===== config.mk =====
export PLATFORM = sky130hd
export DESIGN_NAME = swcf_div_stage
export DESIGN_NICKNAME = d
export VERILOG_FILES = /design/src/rtl/core/swcf_pkg.sv /design/src/rtl/core/swcf_div_stage.sv
export SDC_FILE = /design/constraint.sdc
export NUM_CORES = 2
export LEC_CHECK = 0
export ABC_CLOCK_PERIOD_IN_PS = 57200
export BUFFER_PORTS_ARGS = -buffer_cell sky130_fd_sc_hd__buf_2
export CORE_AREA = 2 2 486 488
export CTS_CLUSTER_SIZE = 14
export DETAILED_ROUTE_END_ITERATION = 16
export DIE_AREA = 0 0 488 490
export SLEW_MARGIN = 20
export SYNTH_ARGS = -nofsm -noshare
export SYNTH_HDL_FRONTEND = slang
export SYNTH_SLANG_ARGS = --single-unit
export TNS_END_PERCENT = 100

===== constraint.sdc =====
create_clock -name clk -period 57.2 [get_ports clk]
set_clock_uncertainty 0.2 [all_clocks]
set_input_delay 17.16 -clock clk [delete_from_list [all_inputs] [get_ports clk]]
set_output_delay 17.16 -clock clk [all_outputs]
set_load 0.05 [all_outputs]

===== src/rtl/core/swcf_pkg.sv =====
// Shared types, constants and step functions of the shallow-water flux pipeline.
package swcf_pkg;

  // Quotient and root bits produced by the iterative units.
  localparam int QBITS           = 32;
  // Iteration steps carried out in one pipeline stage by default.
  localparam int STEPS_PER_STAGE = 4;
  // Parallel divider lanes.
  localparam int NUM_LANES       = 5;
  localparam int LANE_UU         = 0;
  localparam int LANE_UV         = 1;
  localparam int LANE_VV         = 2;
  localparam int LANE_VX         = 3;
  localparam int LANE_VY         = 4;

  // Gravity in Q16.16, rounded to nearest.
  localparam logic [19:0] G_FULL_Q16 = 20'd642253;
  localparam logic [18:0] G_HALF_Q16 = 19'd321126;
  // Cap on the scaled squared depth.
  localparam logic [40:0] T_CAP      = {1'b1, 40'd0};
  localparam logic [15:0] EPS_RESET  = 16'd1;

  localparam logic [31:0] S32_MAX = 32'h7fff_ffff;
  localparam logic [31:0] S32_MIN = 32'h8000_0000;
  localparam logic [30:0] U31_MAX = 31'h7fff_ffff;

  typedef struct packed {
    logic [QBITS-1:0] rem;
    logic [QBITS-1:0] lq;
    logic             ovf;
    logic             nz;
  } div_t;

  typedef struct packed {
    logic [QBITS+2:0] rem;
    logic [QBITS-1:0] root;
    logic [63:0]      v;
  } sqrt_t;

  typedef struct packed {
    logic [30:0]        h;
    logic [31:0]        d;
    logic signed [31:0] hu;
    logic signed [31:0] hv;
    logic               neg;
    logic               uv_neg;
    logic [40:0]        tcap;
  } side_t;

  typedef struct packed {
    side_t                  side;
    div_t [NUM_LANES-1:0]   lane;
    sqrt_t                  sq;
  } pipe_t;

  typedef struct packed {
    logic [31:0] depth_used;
    logic [31:0] flux_x_mass;
    logic [31:0] flux_x_mom_x;
    logic [31:0] flux_x_mom_y;
    logic [31:0] flux_y_mass;
    logic [31:0] flux_y_mom_x;
    logic [31:0] flux_y_mom_y;
    logic [30:0] wave_speed_x;
    logic [30:0] wave_speed_y;
    logic        depth_was_negative;
  } res_t;

  // One restoring division step: bring down the next numerator bit.
  function automatic div_t div_step(div_t s, logic [QBITS-1:0] den);
    div_t         r;
    logic [QBITS:0] trial;
    r     = s;
    trial = {s.rem, s.lq[QBITS-1]};
    if (trial >= {1'b0, den}) begin
      r.rem = QBITS'(trial - {1'b0, den});
      r.lq  = {s.lq[QBITS-2:0], 1'b1};
    end else begin
      r.rem = trial[QBITS-1:0];
      r.lq  = {s.lq[QBITS-2:0], 1'b0};
    end
    return r;
  endfunction

  // One digit-by-digit square root step on the next bit pair.
  function automatic sqrt_t sqrt_step(sqrt_t s);
    sqrt_t          r;
    logic [QBITS+2:0] acc;
    logic [QBITS+2:0] trial;
    acc   = {s.rem[QBITS:0], s.v[63:62]};
    trial = {1'b0, s.root, 2'b01};
    r.v   = {s.v[61:0], 2'b00};
    if (acc >= trial) begin
      r.rem  = acc - trial;
      r.root = {s.root[QBITS-2:0], 1'b1};
    end else begin
      r.rem  = acc;
      r.root = {s.root[QBITS-2:0], 1'b0};
    end
    return r;
  endfunction

endpackage


===== src/rtl/core/swcf_div_stage.sv =====
// One iteration stage: STEPS steps of all divider lanes and the square root.
module swcf_div_stage #(
  parameter int STEPS = swcf_pkg::STEPS_PER_STAGE
) (
  input  logic            clk,
  input  logic            rst,
  input  logic            en,
  input  logic            in_valid,
  input  swcf_pkg::pipe_t in_data,
  output logic            out_valid,
  output swcf_pkg::pipe_t out_data
);
  import swcf_pkg::*;

  pipe_t stage_next;

  // Advance every divider lane and the square root by STEPS bits, the lanes sharing the denominator.
  always_comb begin
    stage_next = in_data;
    for (int i = 0; i < STEPS; i++) begin
      for (int k = 0; k < NUM_LANES; k++) begin
        stage_next.lane[k] = div_step(stage_next.lane[k], stage_next.side.d);
      end
      stage_next.sq = sqrt_step(stage_next.sq);
    end
  end

  always_ff @(posedge clk) begin
    if (rst) begin
      out_valid <= 1'b0;
    end else if (en) begin
      out_valid <= in_valid;
    end
  end

  always_ff @(posedge clk) begin
    if (en) begin
      out_data <= stage_next;
    end
  end

endmodule


**Word-level counts from Yosys, hierarchy flattened**

Cells that the tools add are included.

- Add/sub/neg operators: 24
- Muxes and demuxes: 24
- $lt $le $gt $ge: 24

Operators with widths:

| kind | count |
|---|---|
| 2-to-1 mux 64 bit | 20 |
| greater-or-equal comparator 33 x 32 -> 1 bit | 20 |
| subtractor 32 bit | 20 |
| 2-to-1 mux 65 bit | 3 |
| greater-or-equal comparator 35 x 34 -> 1 bit | 4 |
| subtractor 33 bit | 3 |
| 2-to-1 mux 67 bit | 1 |
| subtractor 35 x 34 -> 35 bit | 1 |

- Word-level logic and storage cells: 103
- Register bits: 624

**Logic depth before layout (Yosys ltp)**

- Word-level depth: 8
- Gate-level depth with buffers: 71
- Gate-level depth less buffers: 64

**Worst setup path after synthesis**

OpenSTA, ideal clock, no wires.

- Path kind: input to register
- Start point: input in_data[569] in the netlist's numbering
- End point: register out_data[391] in the netlist's numbering (data pin)
- Arrival time: 30.899 ns
- Path slack: 25.841 ns
- Setup time: 0.260 ns
- Stages: 66
- Path through: inv_1 -> ha_1 -> nor2b_1 -> o31a_1 -> o41ai_2 -> o211a_1 -> o21a_1 -> nor3_1 -> o31a_1 -> o311ai_1 -> nand2_1 -> clkbuf_1 -> clkbuf_1 -> nand2_1 -> o21ai_0 -> inv_1 -> ha_1 -> nor2b_1 -> (+30 left out) -> a21oi_1 -> fa_1 -> a21o_1 -> a21oi_1 -> o21ai_0 -> a21oi_1 -> o21ai_0 -> a211oi_1 -> o21ai_0 -> nand4_1 -> nand3_1 -> o41ai_1 -> o211ai_1 -> o21ai_0 -> and3b_1 -> o31ai_1 -> nand2_1 -> mux2_2

RTL lines:

| what | RTL line | RTL |
|---|---|---|
| start, declared | swcf_div_stage.sv:9 | `input swcf_pkg::pipe_t in_data,` |
| end signal, assigned | swcf_div_stage.sv:38 | `out_data <= stage_next;` |
| end, declared | swcf_div_stage.sv:11 | `output swcf_pkg::pipe_t out_data` |

==> metrics.txt <==
cell count after synthesis 7241; Yosys top cell by area edfxtp_1; total number of H-tree levels 3; count of port buffers added during placement 1256; number of cells on the worst reg-to-reg path 2; Post-Synthesis Mean Instance Area 8.91 um^2; prevailing post-synth register cell edfxtp_1; placed standard-cell area 74800 um^2; HPWL reported at the end of detailed placement 306000 um; share of flip-flops with an asynchronous set or reset after synthesis 0%; DIE AREA 239000 um^2; largest delay contributor family on the critical path compound AO/OA/AOI/OAI gates; final-layout setup total negative slack 0 ns; worst slew slack as a fraction of its limit 28.5%; worst path buffer plus inverter count 8; critical path data required time 57.43 ns; GPL Wtd Cong 1.04; initial antenna violation count 177; worst-skew pair later-pin latency 0.71 ns; worst vdd ir 0.0564 mV; number of placed instances with taps included 11600; clk root buf clkbuf_16; Final period util 62.3%; register clock-pin slew on the reported worst setup and hold paths 0.05 ns; portion of the post-synthesis area used by sequential elements 29.0%; share of cells above drive strength 1 22.0%; biggest area contributors in the synthesized netlist edfxtp_1 (29%), ha_1 (15%), a21oi_1 (5.7%); reported max-cap violation count 0; CP max FO 52; number of I/O pins 1267; Power, Total 5.84 mW; source of the worst hold timing path out_valid; Critical-path top delay cell nand2_1; count of nets left with antenna violations after detail routing 0; hold buffer count at CTS 0; Syn. warnings 0; starting DRC count in detailed routing 6208; Pre-Repair DR Iteration Count 7; area of the mapped netlist 64500 um^2; post-DR wirelength/cell 31.0 um; number of remaining DRC errors 0; largest net degree at the start of global routing 83; final non-filler cell area 77900 um^2; delay of the slowest cell on the worst path 1.00 ns; Post-Route Utilization 33.3%; Die Ht 490 um; CTS tree built; non-filler instance count after layout 11800; Startpoint Class input port; distinct cell type count after synthesis 107; Clock Path Buffers 3; Starting Density 27.6%; number of flip-flops and latches in the synthesized netlist 624; total wire length 366000 um; total leakage power 34.3 nW; portion of synthesized cell area occupied by the leading cell type 29.0%; library cell appearing most often on the critical path o21ai_0; Remaining Overflow, GRT 0; class of the most critical hold timing path reg -> reg; standard cell core area 234000 um^2; width of the die 488 um; worst reg2reg path endpoint out_valid; via count of the routed design 65500; first-pass GRT wire length 489000 um; count of fill cells added during filler insertion 24400; measured slew at the worst slew-check pin 1.07 ns; setup repair after global routing missed its margin false; maximum clock frequency 0.0280 GHz; startpoint-to-endpoint class of the critical path in -> reg; Hold Fails Final Rpt 0; Final setup violation count 0; Num CTS Buffers 81; Worst Setup End Kind flop; post-synthesis to final-layout area growth 20.7%; Post-synth EDFFs 623; Setup crit end out_data[439]; Tot GR Track Use 29.1%; number of vias per cell after detailed routing 5.54; number of global-route vias before repair 61600; Critical path origin in_data[574]; post-CTS setup repair buffer count 0; result of the run completed; number of pins with negative max-slew slack in the final report 0; row cnt 178; minimum setup slack among reg-to-reg paths 56.39 ns; data arrival at the endpoint of the critical path 35.88 ns; Resize count post-CTS 0; Power Density 75.0 nW/um^2; WP depth 63; clock sink total 624; startpoint of the worst-slack reg-to-reg timing path out_valid; layout net count 9938; shortest period the worst path allows 35.66 ns
==> cell families (layout without fill, tap and decap cells) <==
| kind of cell | count (synthesis) | after routing | synth area share (%) |
|---|---|---|---|
| compound gates | 2321 | 2321 | 23.0 |
| simple gates | 2040 | 2040 | 15.2 |
| fa+ha+maj | 796 | 796 | 15.7 |
| flops | 624 | 624 | 29.0 |
| xor+xnor | 621 | 621 | 8.43 |
| buf+inv | 520 | 1848 | 3.16 |
| mux | 318 | 318 | 5.53 |
| other cells | 1 | 96 | 0.00581 |
==> through the flow <==
stage / setup slack [ns] / hold slack (ns)
floorplan: 25.84 / 0.533
global placement: 21.43 / 0.271
detailed placement: 21.37 / 0.300
CTS: 22.13 / 0.314
global route: 20.44 / 0.392
finish: 21.54 / 0.313
==> cells in the final DEF (no fill, tap or decap), types with 57 or more instances in the layout <==
cell type	Yosys	routed
a21o_1	362	362
xor2_1	215	215
diode_2	0	88
inv_1	343	316
nand2b_1	104	103
a31oi_1	63	63
buf_4	9	91
nand4_1	111	111
and3_1	79	79
nand3_1	153	153
ha_1	776	776
o21a_1	97	97
clkbuf_16	0	81
mux2_2	271	271
buf_2	36	1255
o21ai_0	476	476
nand2_1	597	597
xnor2_1	406	406
o31ai_1	57	57
nor2b_1	107	107
nor2_1	515	515
edfxtp_1	623	623
a21oi_1	735	734
o21bai_1	103	103
nor3_1	139	139
==> final cells by class <==
cell class	instances	area (um^2)	area share, %
Multi-Input combinational cell	6104	43800	56.2
Inverter	349	1310	1.68
Clock buffer	93	2080	2.67
Sequential cell	624	18700	24.0
Antenna cell	88	220	0.283
Tap cell	3150	3940	5.06
Timing Repair Buffer	1347	6980	8.96
Clock inverter	59	843	1.08
==> synthesized netlist by cell type (30+ instances only) <==
master and instances:
a211oi_1 49, a21boi_0 42, a21o_1 362, a21oi_1 735
a31oi_1 63, and2_1 31, and3_1 79, buf_2 36
clkbuf_1 109, edfxtp_1 623, ha_1 776, inv_1 343
mux2_2 271, mux2i_1 33, nand2_1 597, nand2b_1 104
nand3_1 153, nand4_1 111, nor2_1 515, nor2b_1 107
nor3_1 139, nor4_1 30, o211ai_1 37, o21a_1 97
o21ai_0 476, o21bai_1 103, o221ai_1 47, o31ai_1 57
or2_2 33, or3_1 55, xnor2_1 406, xor2_1 215
==> state kept, by name, summed over array words and instances, names as in the netlist <==
| signal | cells |
|---|---|
| out_data | 623 |
| out_valid | 1 |
==> layer usage <==
layer	track usage (%)	vias to the layer above	part of all wire [%]
met2	47.7	2959	46
met1	34.0	31900	38
met5	0	-	0.12
met4	18.2	68	7.1
met3	7.09	767	8.4
li1	-	29800	-
==> tightest hold or removal path, delay by kind of cell (launching register included) <==
| family | cells | cell delay, ns |
|---|---|---|
| DFF | 1 | 0.32 |
| and+or+nand+nor | 1 | 0.08 |
| muxes | 1 | 0.07 |
==> how the worst min path moves through the flow <==
| stage | slack, ns | endpoint | cells past startpoint |
|---|---|---|---|
| 6_report | 0.31 | out_valid | 2 |
| 3_5_place_dp | 0.30 | out_valid | 2 |
| 5_1_grt | 0.39 | out_valid | 2 |
| 2_1_floorplan | 0.53 | out_valid | 2 |
| 4_1_cts | 0.31 | out_valid | 2 |
| 3_3_place_gp | 0.27 | out_valid | 2 |
==> report_power, final <==
part           switching [mW]  internal (mW)
logic                    2.83           1.64
clock network           0.249          0.327
registers              0.0403          0.753
total                    3.12           2.72
No activity file was read; power rests on OpenSTA's default activity.
