$ cat src/rtl/core/swcf_pkg.sv
// Shared types, constants and step functions of the shallow-water flux pipeline.
package swcf_pkg;

  // Quotient and root bits produced by the iterative units.
  localparam int QBITS           = 32;
  // Iteration steps carried out in one pipeline stage by default.
  localparam int STEPS_PER_STAGE = 4;
  // Parallel divider lanes.
  localparam int NUM_LANES       = 5;
  localparam int LANE_UU         = 0;
  localparam int LANE_UV         = 1;
  localparam int LANE_VV         = 2;
  localparam int LANE_VX         = 3;
  localparam int LANE_VY         = 4;

  // Gravity in Q16.16, rounded to nearest.
  localparam logic [19:0] G_FULL_Q16 = 20'd642253;
  localparam logic [18:0] G_HALF_Q16 = 19'd321126;
  // Cap on the scaled squared depth.
  localparam logic [40:0] T_CAP      = {1'b1, 40'd0};
  localparam logic [15:0] EPS_RESET  = 16'd1;

  localparam logic [31:0] S32_MAX = 32'h7fff_ffff;
  localparam logic [31:0] S32_MIN = 32'h8000_0000;
  localparam logic [30:0] U31_MAX = 31'h7fff_ffff;

  typedef struct packed {
    logic [QBITS-1:0] rem;
    logic [QBITS-1:0] lq;
    logic             ovf;
    logic             nz;
  } div_t;

  typedef struct packed {
    logic [QBITS+2:0] rem;
    logic [QBITS-1:0] root;
    logic [63:0]      v;
  } sqrt_t;

  typedef struct packed {
    logic [30:0]        h;
    logic [31:0]        d;
    logic signed [31:0] hu;
    logic signed [31:0] hv;
    logic               neg;
    logic               uv_neg;
    logic [40:0]        tcap;
  } side_t;

  typedef struct packed {
    side_t                  side;
    div_t [NUM_LANES-1:0]   lane;
    sqrt_t                  sq;
  } pipe_t;

  typedef struct packed {
    logic [31:0] depth_used;
    logic [31:0] flux_x_mass;
    logic [31:0] flux_x_mom_x;
    logic [31:0] flux_x_mom_y;
    logic [31:0] flux_y_mass;
    logic [31:0] flux_y_mom_x;
    logic [31:0] flux_y_mom_y;
    logic [30:0] wave_speed_x;
    logic [30:0] wave_speed_y;
    logic        depth_was_negative;
  } res_t;

  // One restoring division step: bring down the next numerator bit.
  function automatic div_t div_step(div_t s, logic [QBITS-1:0] den);
    div_t         r;
    logic [QBITS:0] trial;
    r     = s;
    trial = {s.rem, s.lq[QBITS-1]};
    if (trial >= {1'b0, den}) begin
      r.rem = QBITS'(trial - {1'b0, den});
      r.lq  = {s.lq[QBITS-2:0], 1'b1};
    end else begin
      r.rem = trial[QBITS-1:0];
      r.lq  = {s.lq[QBITS-2:0], 1'b0};
    end
    return r;
  endfunction

  // One digit-by-digit square root step on the next bit pair.
  function automatic sqrt_t sqrt_step(sqrt_t s);
    sqrt_t          r;
    logic [QBITS+2:0] acc;
    logic [QBITS+2:0] trial;
    acc   = {s.rem[QBITS:0], s.v[63:62]};
    trial = {1'b0, s.root, 2'b01};
    r.v   = {s.v[61:0], 2'b00};
    if (acc >= trial) begin
      r.rem  = acc - trial;
      r.root = {s.root[QBITS-2:0], 1'b1};
    end else begin
      r.rem  = acc;
      r.root = {s.root[QBITS-2:0], 1'b0};
    end
    return r;
  endfunction

endpackage

$ cat src/rtl/core/swcf_back.sv
// Back stages: gravity term, sums and saturation into the result register.
module swcf_back (
  input  logic            clk,
  input  logic            rst,
  input  logic            en,
  input  logic            in_valid,
  input  swcf_pkg::pipe_t in_data,
  output logic            out_valid,
  output swcf_pkg::res_t  out_data
);
  import swcf_pkg::*;

  logic        v_b1;
  pipe_t       p_b1;
  logic [43:0] grav_b1;
  logic [59:0] gprod;
  logic [31:0] q [NUM_LANES];
  logic [44:0] sum_xx, sum_yy;
  logic [32:0] sum_sx, sum_sy;
  logic [31:0] cross_term;
  res_t        res_next;

  // First stage: gravity product g/2 * t.
  assign gprod = in_data.side.tcap * G_HALF_Q16;

  // Second stage: quotients, sums and clipping.
  always_comb begin
    for (int k = 0; k < NUM_LANES; k++) begin
      q[k] = p_b1.lane[k].nz ? p_b1.lane[k].lq : 32'd0;
    end
    sum_xx = {13'd0, q[LANE_UU]} + {1'b0, grav_b1};
    sum_yy = {13'd0, q[LANE_VV]} + {1'b0, grav_b1};
    sum_sx = {1'b0, q[LANE_VX]} + {1'b0, p_b1.sq.root};
    sum_sy = {1'b0, q[LANE_VY]} + {1'b0, p_b1.sq.root};

    // Signed cross term from its magnitude.
    if (p_b1.lane[LANE_UV].ovf) begin
      cross_term = p_b1.side.uv_neg ? S32_MIN : S32_MAX;
    end else if (!p_b1.side.uv_neg) begin
      cross_term = q[LANE_UV][31] ? S32_MAX : q[LANE_UV];
    end else begin
      cross_term = (q[LANE_UV] > S32_MIN) ? S32_MIN : (~q[LANE_UV] + 32'd1);
    end

    res_next.depth_used   = {1'b0, p_b1.side.h};
    res_next.flux_x_mass  = p_b1.side.hu;
    res_next.flux_y_mass  = p_b1.side.hv;
    res_next.flux_x_mom_y = cross_term;
    res_next.flux_y_mom_x = cross_term;
    res_next.flux_x_mom_x = (p_b1.lane[LANE_UU].ovf || sum_xx > {13'd0, S32_MAX})
                            ? S32_MAX : sum_xx[31:0];
    res_next.flux_y_mom_y = (p_b1.lane[LANE_VV].ovf || sum_yy > {13'd0, S32_MAX})
                            ? S32_MAX : sum_yy[31:0];
    res_next.wave_speed_x = (p_b1.lane[LANE_VX].ovf || sum_sx > {2'd0, U31_MAX})
                            ? U31_MAX : sum_sx[30:0];
    res_next.wave_speed_y = (p_b1.lane[LANE_VY].ovf || sum_sy > {2'd0, U31_MAX})
                            ? U31_MAX : sum_sy[30:0];
    res_next.depth_was_negative = p_b1.side.neg;
  end

  always_ff @(posedge clk) begin
    if (rst) begin
      v_b1      <= 1'b0;
      out_valid <= 1'b0;
    end else if (en) begin
      v_b1      <= in_valid;
      out_valid <= v_b1;
    end
  end

  always_ff @(posedge clk) begin
    if (en) begin
      p_b1     <= in_data;
      grav_b1  <= gprod[59:16];
      out_data <= res_next;
    end
  end

endmodule

$ cat config.mk
export PLATFORM = sky130hd
export DESIGN_NAME = swcf_back
export DESIGN_NICKNAME = d
export VERILOG_FILES = /design/src/rtl/core/swcf_pkg.sv /design/src/rtl/core/swcf_back.sv
export SDC_FILE = /design/constraint.sdc
export NUM_CORES = 2
export LEC_CHECK = 0
export BUFFER_PORTS_ARGS = -buffer_cell sky130_fd_sc_hd__buf_2
export CORE_AREA = 2 2 363 365
export CTS_CLUSTER_DIAMETER = 200
export DETAILED_ROUTE_END_ITERATION = 16
export DIE_AREA = 0 0 365 367
export GPL_TIMING_DRIVEN = 1
export SYNTH_ARGS = -nofsm -noshare
export SYNTH_HDL_FRONTEND = slang
export SYNTH_SLANG_ARGS = --single-unit
$ cat constraint.sdc
create_clock -name clk -period 13.3 [get_ports clk]
set_input_delay 0.665 -clock clk [delete_from_list [all_inputs] [get_ports clk]]
set_output_delay 0.665 -clock clk [all_outputs]
set_load 0.005 [all_outputs]
# Yosys cells after proc, flatten, opt, wreduce, memory -nomap -nowiden
# Index checks and enable logic that the tools add are counted.
# Widths: inputs -> output; s select.
# op_classes
reduce_logical	4
magnitude_cmp	5
mul	1
muxes	10
n_bitwise	1
addsub	5
# op_table
op	count
$mux 32	9
$add 32x44->45	2
$gt 45x31->1 const B	2
$add 32x32->33	2
$gt 33x31->1 const B	2
$mul 41x18->59 const B	1
$add 32x1->32 const B	1
$gt 32x32->1 const B	1
$not 32->32	1
$mux 31	1
$logic_or 1x1->1	4
# word_totals
wordCells	59
output_inout_bits	288
inputBits	635
reg_bits	599

# Depth between registers and ports, before layout
# depth
depth_word	6
depth_mapped	22
mapped_depth_nobuf	21

# Least setup slack after synthesis
# No wires, ideal clock.
# synth_timing
kind	input port to flip-flop
startpoint	input port in_data[469] (netlist bit)
endpoint	register grav_b1[42], data pin
path_slack_ns	7.138
stages	20
setup_ns	0.262
n_path_buf	1
arrival_ns	5.900
t_required_ns	13.038
path_cell_list	fa_1 > ha_1 > fa_1 > fa_1 > fa_1 > inv_1 > fa_1 > inv_1 > ha_1 > clkbuf_1 > nand4_1 > nor2_1 > a221oi_1 > a31oi_1 > o211ai_1 > a211o_1 > o21ai_1 > a211oi_1 > o21bai_1 > xor2_1
# synth_between
elab_chain_len	1
# synth_rtl
element	line_no	rtl
from (decl)	swcf_back.sv:7	input swcf_pkg::pipe_t in_data,
$mul 41x18->59	swcf_back.sv:24	assign gprod = in_data.side.tcap * G_HALF_Q16;
net gprod[58]	swcf_back.sv:16	logic [59:0] gprod;
to (signal assigned)	swcf_back.sv:74	grav_b1 <= gprod[59:16];
to (decl)	swcf_back.sv:15	logic [43:0] grav_b1;
# The timed path passes the listed nets, and every way through them passes these cells.
# A chain may end at the register's enable or synchronous reset.

# Final worst setup path
# layout_timing
startpoint	input port in_data[466] (netlist bit)
endpoint	register grav_b1[42], data pin
# The elaborated chain is that of the path after synthesis.

==> impl_metrics.env <==
export IMPL_use_met2_pct=26.3
export IMPL_busiest_layer="met2"
export IMPL_fin_tns_setup_ns=0
export IMPL_ys_async_sr_fraction_pct=0
export IMPL_num_rows=133
export IMPL_slew_limit_headroom_pct=22.1
export IMPL_num_fill_cells=12955
export IMPL_ys_types=96
export IMPL_finalCritPeriodShare_pct=49.3
export IMPL_antenna_found_initial=65
export IMPL_cts_num_sinks=599
export IMPL_die_w_um=365
export IMPL_post_route_util_pct=36.5
export IMPL_path_class="input port to flop"
export IMPL_report_final_hold_viol_count=0
export IMPL_insertion_delay_ns=0.65
export IMPL_grt_usage_pct=16.7
export IMPL_rsz0062_at_grt="no"
export IMPL_start_util_pct=31.0
export IMPL_synth_xor_area_share_pct=3.03
export IMPL_final_area_um2=47600
export IMPL_syn_area_um2=40500
export IMPL_die_area_um2=134000
export IMPL_cts_htree_levels=3
export IMPL_wl_per_cell_um=19.9
export IMPL_path_clk_slew_ns=0.06
export IMPL_cp_end_kind="flop"
export IMPL_cts_resized=0
export IMPL_ys_seq_area_share_pct=44.4
export IMPL_p_per_area_nw_per_um2=240
export IMPL_avgSynthCellArea_um2=12.1
export IMPL_syn_to_final_growth_pct=17.7
export IMPL_routed_wl_mm=115
export IMPL_finalSetupViolCount=0
export IMPL_min_period_ns=6.56
export IMPL_grt_max_degree=176
export IMPL_cts_root_buf="clkbuf_16"
export IMPL_cap_violations=0
export IMPL_postCtsHoldBufs=0
export IMPL_clock_path_buffers=3
export IMPL_synth_compound_area_share_pct=11.2
export IMPL_gr_usage_met1_pct=23.1
export IMPL_holdWs_ns=0.177
export IMPL_drive_above_1_share_pct=20.0
export IMPL_synth_common_cells="edfxtp_1, ha_1, inv_1"
export IMPL_firstDrtPassIters=5
export IMPL_status="complete, no violations"
export IMPL_nNetsFinal=5257
export IMPL_cts_tree="yes"
export IMPL_drt_initial_drc_count=1761
export IMPL_crit_required_ns=13.69
export IMPL_yosys_area_share_adder_pct=27.0
export IMPL_portBuffers=630
export IMPL_gp_congestion=0.892
export IMPL_die_y_um=367
export IMPL_overflow=0
export IMPL_p_leak_nw=20.0
export IMPL_crit_arrival_ns=6.95
export IMPL_num_vias=27613
export IMPL_p_total_mw=11.4
export IMPL_grt_pass1_wl_mm=169
export IMPL_yosysWarnings=0
export IMPL_hold_path_class="input port to flop"
export IMPL_core_um2=130000
export IMPL_cts_setup_buffers=0
export IMPL_synth_edf_count=597
export IMPL_synth_area_mux_share_pct=0.260
export IMPL_synth_top_area_share_pct=44.3
export IMPL_worst_pin_slew_ns=1.16
export IMPL_synth_top_family_by_area="adder cells"
export IMPL_synth_top_cell_by_area="edfxtp_1"
export IMPL_numCtsBuffers=68
export IMPL_drc_errors=0
export IMPL_finClkSkew_ns=0.0355
export IMPL_regArea_um2=18000
export IMPL_vias_per_cell=4.80
export IMPL_ir_drop_mv=0.195
export IMPL_synth_main_ff_cell="edfxtp_1"
export IMPL_grtUsageMet3_pct=2.86
export IMPL_syn_inst=3334
export IMPL_ys_ff_latch=599
export IMPL_dp_final_hpwl_mm=92.9
export IMPL_yosysMostFrequentCell="edfxtp_1"
export IMPL_ant_nets=0
export IMPL_fmax_mhz=152
export IMPL_multiInputGateArea_um2=20600
export IMPL_synthSimpleGateAreaFrac_pct=9.38
export IMPL_start_kind="input port"
export IMPL_synth_area_leaders="edfxtp_1, fa_1, ha_1"
export IMPL_path_max_fanout=8
export IMPL_grt_pass1_vias=27659
export IMPL_pin_count=923
export IMPL_maxSlewViolCount=0
export IMPL_placed_area_um2=45300
[worst paths after layout]
| path | slack [ns] | endpoint | start | cells after the start |
|---|---|---|---|---|
| worst max-delay path | 6.74 | grav_b1[42] | in_data[466] | 22 |
| worst min-delay path | 0.18 | p_b1[207] | in_data[207] | 1 |
| worst max register to register | 8.24 | out_data[202] | p_b1[131] | 13 |
| worst min register to register | 0.41 | out_data[241] | p_b1[554] | 0 |
[critical path, stage by stage]
cell	delay, ns
buf_2	0.25
fa_1	0.47
ha_1	0.28
inv_1	0.05
fa_1	0.53
inv_1	0.05
fa_1	0.55
fa_1	0.57
inv_1	0.06
fa_1	0.53
inv_1	0.04
ha_1	0.38
nand2_1	0.12
o21ai_0	0.12
a221oi_1	0.49
a31oi_1	0.29
o211ai_1	0.37
a211o_1	0.30
o21ai_1	0.18
a211oi_1	0.38
o21bai_1	0.12
xor2_1	0.15
[layout make-up]
type                            count  share of cell area, %
Antenna cell                       21                  0.110
Clock inverter                     49                   1.16
Multi-Input combinational cell   2287                   43.3
Clock buffer                       74                   3.62
Sequential cell                   599                   37.7
Inverter                          329                   2.59
Timing Repair Buffer              644                   6.89
Tap cell                         1755                   4.61
[per-layer routing]
metal | wire length (um) | vias up
met2 | 52100 | 880
met4 | 3180 | 22
met5 | 135 | -
li1 | - | 13124
met1 | 52500 | 13395
met3 | 6730 | 192
[cell families after synthesis]
kind of cell,after synthesis
AO/OA/AOI/OAI,694
XOR/XNOR,140
adder cells (fa/ha/maj),693
buffers and inverters,450
flip-flops,599
multiplexers,10
other,1
AND/OR/NAND/NOR,747
[flip-flops by register name (all words and copies together), names as in the netlist]
signal / flops
out_data: 254
p_b1: 299
grav_b1: 44
out_valid: 1
v_b1: 1
[per-stage QoR]
| step | cells | setup slack (ns) |
|---|---|---|
| detailed placement | 5614 | 5.93 |
| CTS | 5737 | 6.68 |
| global placement | 5614 | 5.98 |
| global route | 5755 | 6.29 |
| floorplan | 3336 | 7.14 |
| finish | 5758 | 6.74 |
[power by group]
part,internal [mW],switching (mW)
Sequential,2.61,0.203
Clock,1.09,0.821
Combinational,2.80,3.88
[placed cells by master (no fill, tap or decap), types with 20 or more instances in the layout]
cell type and count:
xor2_1 66, o21ai_0 120, nand2_1 237, fa_1 302, nor2_1 107, a31oi_1 20, ha_1 391, a211oi_1 32
a21oi_1 220, o21bai_1 22, o211ai_1 26, nand4_1 47, and2_1 140, nand3_1 48, diode_2 21, a21o_1 91
inv_1 329, edfxtp_1 597, clkbuf_16 68, nand2b_1 49, xnor2_1 74, buf_2 629, nor3_1 22, o21a_1 31
No activity file was read; power rests on OpenSTA's default activity.
